$ cat config.mk
export PLATFORM = sky130hd
export DESIGN_NAME = sliding_window_sender_top
export DESIGN_NICKNAME = d
export VERILOG_FILES = /design/src/rtl/core/swsnd_pkg.sv /design/src/rtl/core/sliding_window_sender_top.sv /design/src/rtl/core/swsnd_step.sv
export SDC_FILE = /design/constraint.sdc
export NUM_CORES = 1
export LEC_CHECK = 0
export BUFFER_PORTS_ARGS = -buffer_cell sky130_fd_sc_hd__buf_2
export CAP_MARGIN = 20
export CELL_PAD_IN_SITES_DETAIL_PLACEMENT = 0
export CELL_PAD_IN_SITES_GLOBAL_PLACEMENT = 1
export CORE_MARGIN = 10
export CORE_UTILIZATION = 30
export DETAILED_ROUTE_END_ITERATION = 8
export GPL_ROUTABILITY_DRIVEN = 0
export PLACE_DENSITY = 0.61
export REMOVE_ABC_BUFFERS = 1
export SYNTH_ARGS = -nofsm -noshare
export SYNTH_HDL_FRONTEND = slang
export SYNTH_SLANG_ARGS = --single-unit
$ cat constraint.sdc
create_clock -name clk -period 16.2 [get_ports clk]
set_input_delay 0 -clock clk [delete_from_list [all_inputs] [get_ports clk]]
set_output_delay 0 -clock clk [all_outputs]
set_load 0.02 [all_outputs]
$ cat src/rtl/core/swsnd_pkg.sv
// Package for the sliding window sender: widths, config register indexes,
// timer action codes, configuration defaults and the per-item result struct.
// No dependencies.
package swsnd_pkg;

    localparam int OFFSET_WIDTH_DEF = 16;
    localparam int FIELD_W          = 16;
    localparam int CFG_INDEX_W      = 2;

    localparam logic [CFG_INDEX_W-1:0] CFG_MESSAGE_LENGTH      = 2'd0;
    localparam logic [CFG_INDEX_W-1:0] CFG_WINDOW_BYTES        = 2'd1;
    localparam logic [CFG_INDEX_W-1:0] CFG_SEGMENT_PAYLOAD_MAX = 2'd2;

    localparam logic [FIELD_W-1:0] MESSAGE_LENGTH_RST      = 16'd0;
    localparam logic [FIELD_W-1:0] WINDOW_BYTES_RST        = 16'd4032;
    localparam logic [FIELD_W-1:0] SEGMENT_PAYLOAD_MAX_RST = 16'd1008;

    typedef enum logic [1:0] {
        TA_NONE  = 2'd0,
        TA_START = 2'd1,
        TA_STOP  = 2'd2
    } timer_action_t;

    typedef struct packed {
        logic                send_valid;
        logic                retransmit;
        logic [FIELD_W-1:0]  send_offset;
        logic [FIELD_W-1:0]  send_length;
        logic [FIELD_W-1:0]  send_ack;
        timer_action_t       timer_action;
        logic                done_res;
    } result_t;

endpackage

$ cat src/rtl/core/sliding_window_sender_top.sv
// Sliding window sender top level: stream ports, input and output registers,
// configuration registers. Depends on swsnd_pkg and swsnd_step.
//
//  channel   dir   handshake                     payload
//  s_axis    in    s_axis_tvalid/s_axis_tready   tdata, tuser (one loop event)
//  m_axis    out   m_axis_tvalid/m_axis_tready   tdata, tuser (one result)
//  config    in    wr_en                         wr_index, wr_data
//
// One transaction in, one out. Events pass the input register, then the
// window update writes state and the output register together. The state
// loop (compare, length, add, ack compare) is combinational. Reset clears
// the window state, the valid flags and loads the default config. A stalled
// output holds both registers; the input side takes a new event every cycle
// while the output register is free or being taken.
module sliding_window_sender_top #(
    parameter int OFFSET_WIDTH = swsnd_pkg::OFFSET_WIDTH_DEF
) (
    input  logic                              clk,
    input  logic                              rst_n,
    input  logic                              s_axis_tvalid,
    output logic                              s_axis_tready,
    // [0] timer_expired, [16:1] ack_number, [32:17] piggyback_ack
    input  logic [39:0]                       s_axis_tdata,
    // [0] ack_present
    input  logic [0:0]                        s_axis_tuser,
    output logic                              m_axis_tvalid,
    input  logic                              m_axis_tready,
    // [15:0] send_offset, [31:16] send_length, [47:32] send_ack,
    // [49:48] timer_action, [50] done_res
    output logic [55:0]                       m_axis_tdata,
    // [0] send_valid, [1] retransmit
    output logic [1:0]                        m_axis_tuser,
    input  logic                              wr_en,
    input  logic [swsnd_pkg::CFG_INDEX_W-1:0] wr_index,
    input  logic [swsnd_pkg::FIELD_W-1:0]     wr_data
);

    logic [swsnd_pkg::FIELD_W-1:0] msg_len_reg;
    logic [swsnd_pkg::FIELD_W-1:0] window_reg;
    logic [swsnd_pkg::FIELD_W-1:0] seg_max_reg;

    logic                          in_valid_reg;
    logic                          in_expired_reg;
    logic                          in_ack_present_reg;
    logic [swsnd_pkg::FIELD_W-1:0] in_ack_reg;
    logic [swsnd_pkg::FIELD_W-1:0] in_pig_reg;

    logic                          out_valid_reg;
    swsnd_pkg::result_t            out_reg;
    swsnd_pkg::result_t            result;

    logic advance;
    logic in_take;

    assign advance       = !out_valid_reg || m_axis_tready;
    assign s_axis_tready = !in_valid_reg || advance;
    assign in_take       = s_axis_tvalid && s_axis_tready;

    always_ff @(posedge clk or negedge rst_n)
    begin
        if (!rst_n)
        begin
            msg_len_reg <= swsnd_pkg::MESSAGE_LENGTH_RST;
            window_reg  <= swsnd_pkg::WINDOW_BYTES_RST;
            seg_max_reg <= swsnd_pkg::SEGMENT_PAYLOAD_MAX_RST;
        end
        else if (wr_en)
        begin
            case (wr_index)
                swsnd_pkg::CFG_MESSAGE_LENGTH:      msg_len_reg <= wr_data;
                swsnd_pkg::CFG_WINDOW_BYTES:        window_reg  <= wr_data;
                swsnd_pkg::CFG_SEGMENT_PAYLOAD_MAX: seg_max_reg <= wr_data;
                default:                            ;
            endcase
        end
    end

    always_ff @(posedge clk or negedge rst_n)
    begin
        if (!rst_n)
        begin
            in_valid_reg  <= 1'b0;
            out_valid_reg <= 1'b0;
        end
        else
        begin
            if (s_axis_tready)
            begin
                in_valid_reg <= s_axis_tvalid;
            end
            if (advance)
            begin
                out_valid_reg <= in_valid_reg;
            end
        end
    end

    always_ff @(posedge clk)
    begin
        if (in_take)
        begin
            in_expired_reg     <= s_axis_tdata[0];
            in_ack_reg         <= s_axis_tdata[16:1];
            in_pig_reg         <= s_axis_tdata[32:17];
            in_ack_present_reg <= s_axis_tuser[0];
        end
        if (advance && in_valid_reg)
        begin
            out_reg <= result;
        end
    end

    swsnd_step #(
        .OFFSET_WIDTH (OFFSET_WIDTH)
    ) u_step (
        .clk                 (clk),
        .rst_n               (rst_n),
        .step_en             (advance && in_valid_reg),
        .timer_expired       (in_expired_reg),
        .ack_present         (in_ack_present_reg),
        .ack_number          (in_ack_reg),
        .piggyback_ack       (in_pig_reg),
        .message_length      (msg_len_reg),
        .window_bytes        (window_reg),
        .segment_payload_max (seg_max_reg),
        .result              (result)
    );

    assign m_axis_tvalid = out_valid_reg;
    assign m_axis_tdata  = {5'd0,
                            out_reg.done_res,
                            out_reg.timer_action,
                            out_reg.send_ack,
                            out_reg.send_length,
                            out_reg.send_offset};
    assign m_axis_tuser  = {out_reg.retransmit, out_reg.send_valid};

endmodule

$ cat src/rtl/core/swsnd_step.sv
// Window state (next sequence, send base, oldest unacked, timer flag) and the
// per-item update logic: resend / new send decision, then ack processing.
// Depends on swsnd_pkg.
module swsnd_step #(
    parameter int OFFSET_WIDTH = swsnd_pkg::OFFSET_WIDTH_DEF
) (
    input  logic                          clk,
    input  logic                          rst_n,
    input  logic                          step_en,
    input  logic                          timer_expired,
    input  logic                          ack_present,
    input  logic [swsnd_pkg::FIELD_W-1:0] ack_number,
    input  logic [swsnd_pkg::FIELD_W-1:0] piggyback_ack,
    input  logic [swsnd_pkg::FIELD_W-1:0] message_length,
    input  logic [swsnd_pkg::FIELD_W-1:0] window_bytes,
    input  logic [swsnd_pkg::FIELD_W-1:0] segment_payload_max,
    output swsnd_pkg::result_t            result
);

    // compare width: wide enough for offsets, 16-bit fields and base + window
    localparam int WW = ((OFFSET_WIDTH > swsnd_pkg::FIELD_W) ?
                         OFFSET_WIDTH : swsnd_pkg::FIELD_W) + 1;

    logic [OFFSET_WIDTH-1:0] next_seq_reg,  next_seq_next;
    logic [OFFSET_WIDTH-1:0] send_base_reg, send_base_next;
    logic [OFFSET_WIDTH-1:0] oldest_reg,    oldest_next;
    logic                    timer_reg,     timer_next;

    logic [WW-1:0]                  msg_ext;
    logic [WW-1:0]                  base_ext;
    logic [WW-1:0]                  seq_ext;
    logic [WW-1:0]                  ack_ext;
    logic [WW-1:0]                  off_ext;
    logic [WW-1:0]                  rem_ext;
    logic [WW-1:0]                  seq_after_ext;
    logic [WW-1:0]                  base_new_ext;
    logic                           active;
    logic                           exp_hit;
    logic                           new_ok;
    logic                           send;
    logic                           ack_ok;
    logic [OFFSET_WIDTH-1:0]        off;
    logic [swsnd_pkg::FIELD_W-1:0]  len;
    logic [OFFSET_WIDTH-1:0]        seq_after;
    logic [OFFSET_WIDTH-1:0]        base_new;
    swsnd_pkg::timer_action_t       action;

    always_comb
    begin
        msg_ext  = WW'(message_length);
        base_ext = WW'(send_base_reg);
        seq_ext  = WW'(next_seq_reg);
        ack_ext  = WW'(ack_number);

        active  = base_ext < msg_ext;
        exp_hit = timer_expired && timer_reg;
        new_ok  = (seq_ext < msg_ext) &&
                  (seq_ext < (base_ext + WW'(window_bytes)));
        send    = active && (exp_hit || new_ok);

        // segment length taken at the offset actually sent
        off     = exp_hit ? oldest_reg : next_seq_reg;
        off_ext = WW'(off);
        rem_ext = msg_ext - off_ext;
        if (off_ext >= msg_ext)
        begin
            len = '0;
        end
        else if (rem_ext > WW'(segment_payload_max))
        begin
            len = segment_payload_max;
        end
        else
        begin
            len = swsnd_pkg::FIELD_W'(rem_ext);
        end

        timer_next  = timer_reg;
        oldest_next = oldest_reg;
        action      = swsnd_pkg::TA_NONE;
        seq_after   = next_seq_reg;

        if (active && exp_hit)
        begin
            timer_next = 1'b1;
            action     = swsnd_pkg::TA_START;
        end
        else if (active && new_ok)
        begin
            if (!timer_reg)
            begin
                timer_next  = 1'b1;
                action      = swsnd_pkg::TA_START;
                oldest_next = send_base_reg;
            end
            seq_after = OFFSET_WIDTH'(seq_ext + WW'(len));
        end

        // acks past what has been sent are dropped
        seq_after_ext = WW'(seq_after);
        ack_ok        = active && ack_present && (ack_ext <= seq_after_ext);
        base_new      = send_base_reg;
        if (ack_ok && (ack_ext > base_ext))
        begin
            base_new = OFFSET_WIDTH'(ack_number);
        end
        if (ack_ok)
        begin
            if (base_new == seq_after)
            begin
                timer_next = 1'b0;
                action     = swsnd_pkg::TA_STOP;
            end
            else
            begin
                timer_next = 1'b1;
                action     = swsnd_pkg::TA_START;
            end
            oldest_next = base_new;
        end

        next_seq_next  = seq_after;
        send_base_next = base_new;
        base_new_ext   = WW'(base_new);
    end

    always_comb
    begin
        result.send_valid   = send;
        result.retransmit   = active && exp_hit;
        result.send_offset  = send ? swsnd_pkg::FIELD_W'(off) : '0;
        result.send_length  = send ? len : '0;
        result.send_ack     = send ? piggyback_ack : '0;
        result.timer_action = action;
        result.done_res     = base_new_ext >= msg_ext;
    end

    always_ff @(posedge clk or negedge rst_n)
    begin
        if (!rst_n)
        begin
            next_seq_reg  <= '0;
            send_base_reg <= '0;
            oldest_reg    <= '0;
            timer_reg     <= 1'b0;
        end
        else if (step_en)
        begin
            next_seq_reg  <= next_seq_next;
            send_base_reg <= send_base_next;
            oldest_reg    <= oldest_next;
            timer_reg     <= timer_next;
        end
    end

endmodule
==> reports/metrics.cfg <==
[yosys]
ys_seq_area_frac=0.408
async_flop_share=0.532
synthDistinctLibCells=82
synth_area_leader_cell=edfxtp_1
synth.most_common_cell=ha_1
yosys-top-cells-area=edfxtp_1 (21%), dfrtp_1 (17%), ha_1 (15%)
yosysTopAreaCellShare=0.209
synth-seq-cells=186
synthCells=1247
avgSynthCellArea_um2=10.0
syn-cell-area_mm2=0.0125
synthTopCellsByCount=ha_1 (152), a21oi_1 (96), inv_1 (95)
synth_edf_count=87
synth-main-ff-cell=edfxtp_1
yosys_warnings=0

[clock_network]
htree_num_levels=4
clockRootBuffer=clkbuf_16
cts_tree=built
clock_path_buffers=2
clkSinkCount=186
clk_pin_slew_worst_paths_ps=80
cts_resized=0
cts_buffers=17
insertion_delay_ps=470

[critical_path]
crit_path_start=u_step.timer_reg
critPathCaptureType=flip-flop
critPathMaxStageDelay_ps=780
reg2reg_from=u_step.timer_reg
crit_slowest_cell=a2111oi_0
start_kind=flip-flop
cp.required_ps=16410
crit_type=flip-flop to flip-flop
r2r_cells=50
critPathMaxFanout=19
arrival_ps=13830

[global_route]
grt_pass1_wl_um=57500
grt_use_total=0.149
first_global_vias=9872
overflow=0
antenna_found_initial=0
grt_max_degree=66

[drt]
drt_iter0_markers=532
ant_nets=0
dr.pass1.iters=5
avgRoutedWirePerCell_um=19.0
drcViolationCount=0
vias=9717
wl_um=37100
via_per_inst=4.98

[timing]
setup_ws_ps=2580
max_freq_mhz=73.4
fin_skew_ps=14.6
rsz0062_at_grt=false
worst_pin_slew_ps=1000
fin_tns_setup_ps=0
period_share=0.841
final_hold_viol_count=0
final-setup-viol-count=0
finalCriticalPeriod_ps=13620
slew_headroom=0.330
slew_violations=0
hold_ws_ps=82.8

[power]
ir_worst_vdd_v=0.0000934
power.share.combinational=0.634
power_density_mw_per_mm2=218
pwr-share-clk=0.131
power.switching_w=0.00157
power.share.sequential=0.235
internal_power_w=0.00165
sw_frac_of_total=0.489
power_w=0.00322
leakage_nw=6.67

[hold_path]
worstHoldPathCells=4
holdCritPathClass=primary input to flip-flop
min_from=wr_index[0]

[outcome]
outcome=complete, no violations

[placed_design]
hpwl_um=29100
port_buffers=111
dp_cells=1866
pre_cts_ws_ps=2430

[layout]
multiInputGateArea_mm2=0.00691
seq_area_mm2=0.00510
synthToLayoutAreaGrowth_pct=18.1
num-nets-final=1626
nFillCells=4149
largest_reg_flops=51
final_cell_count_no_fill=1952
antenna_cells=0
drive_gt1_frac=0.159

[die]
core_mm2=0.0410
die_x_um=224
die_area_mm2=0.0503
rows=74
die_y_um=224
pin_count=124
initial_utilization=0.305

[run]
drv_cap=0

==> cells in the final DEF, fill, tap and decap left out, types with 5 or more instances in the layout <==
cell,Yosys,routed
a21o_1,36,36
nand2b_1,12,12
edfxtp_1,87,87
o21ai_0,93,93
nand2_1,87,86
ha_1,152,152
dfrtp_1,87,87
nand3_1,29,29
o21a_1,11,11
a31oi_1,6,6
mux2_2,32,32
clkbuf_16,0,17
and3_1,9,9
o211ai_1,8,8
a21oi_1,96,96
dlygate4sd3_1,0,54
xor2_1,18,18
o21bai_1,6,6
and2_1,12,11
a211o_1,8,8
conb_1,1,5
a21boi_1,5,5
mux2i_1,29,29
nand4_1,20,20
buf_2,5,110
xnor2_1,35,35
a211oi_1,11,11
buf_4,6,11
inv_1,95,94
dfstp_2,12,12
nor2_1,64,63
nor3_1,34,34
nor2b_1,22,22
o211a_1,5,5
inv_8,0,5
==> power groups by stage <==
stage / Sequential [W] / Clock [W] / Combinational (W)
finish: 0.000757 / 0.000423 / 0.00204
global route: 0.000774 / 0.000452 / 0.00230
CTS: 0.000757 / 0.000439 / 0.00206
detailed placement: 0.000766 / 0 / 0.00204
global placement: 0.000763 / 0 / 0.00201
floorplan: 0.000780 / 0 / 0.00140
==> final timing paths <==
path,end,slack (ps)
hold / removal,msg_len_reg[13],80
max in group asynchronous,m_axis_tvalid,14830
hold reg to reg,u_step.oldest_reg[5],490
setup / recovery,m_axis_tdata[50],2580
min in group asynchronous,seg_max_reg[15],110
setup reg to reg,m_axis_tdata[50],2580
==> worst max-delay path: cells and delay by family, from the launching register on <==
kind,cells,cell delay (ps)
compound gates,31,7320
xor+xnor,2,310
fa+ha+maj,6,1950
simple gates,5,1740
flops,1,610
mux,2,860
buf+inv,4,520
==> timing repair <==
action / 4_1_cts / 5_1_grt
hold endpoints to repair: 132 / 0
buffers inserted: 0 / 0
hold buffers: 54 / 0
==> cell families after synthesis <==
group           count (synthesis)  share of synthesized area
buf+inv                       133                     0.0434
flops                         186                      0.408
xor+xnor                       53                     0.0371
other cells                     1                   0.000299
simple gates                  319                      0.127
fa+ha+maj                     156                      0.157
mux                            62                     0.0530
compound gates                337                      0.174
==> stage by stage <==
| step | utilization | instance area, um^2 |
|---|---|---|
| after floorplan | - | 12400 |
| after global placement | 0.333 | 13700 |
| after detailed placement | 0.333 | 13700 |
| after CTS | 0.361 | 14800 |
| after global routing | 0.361 | 14800 |
| final | 0.361 | 14800 |
==> routing by layer <==
layer / GRT usage / vias to the layer above / share of wire
li1: - / 4871 / -
met1: 0.203 / 4678 / 0.49
met2: 0.241 / 141 / 0.46
met3: 0.0254 / 27 / 0.031
met4: 0.0384 / 0 / 0.014
met5: 0 / - / 0
==> final cells by class <==
type	instances	area share
Clock buffer	17	0.0288
Tap cell	532	0.0450
Timing Repair Buffer	175	0.0794
Inverter	95	0.0241
Multi-Input combinational cell	932	0.467
Clock inverter	15	0.0102
Sequential cell	186	0.345
(Power assumes the default switching activity.)
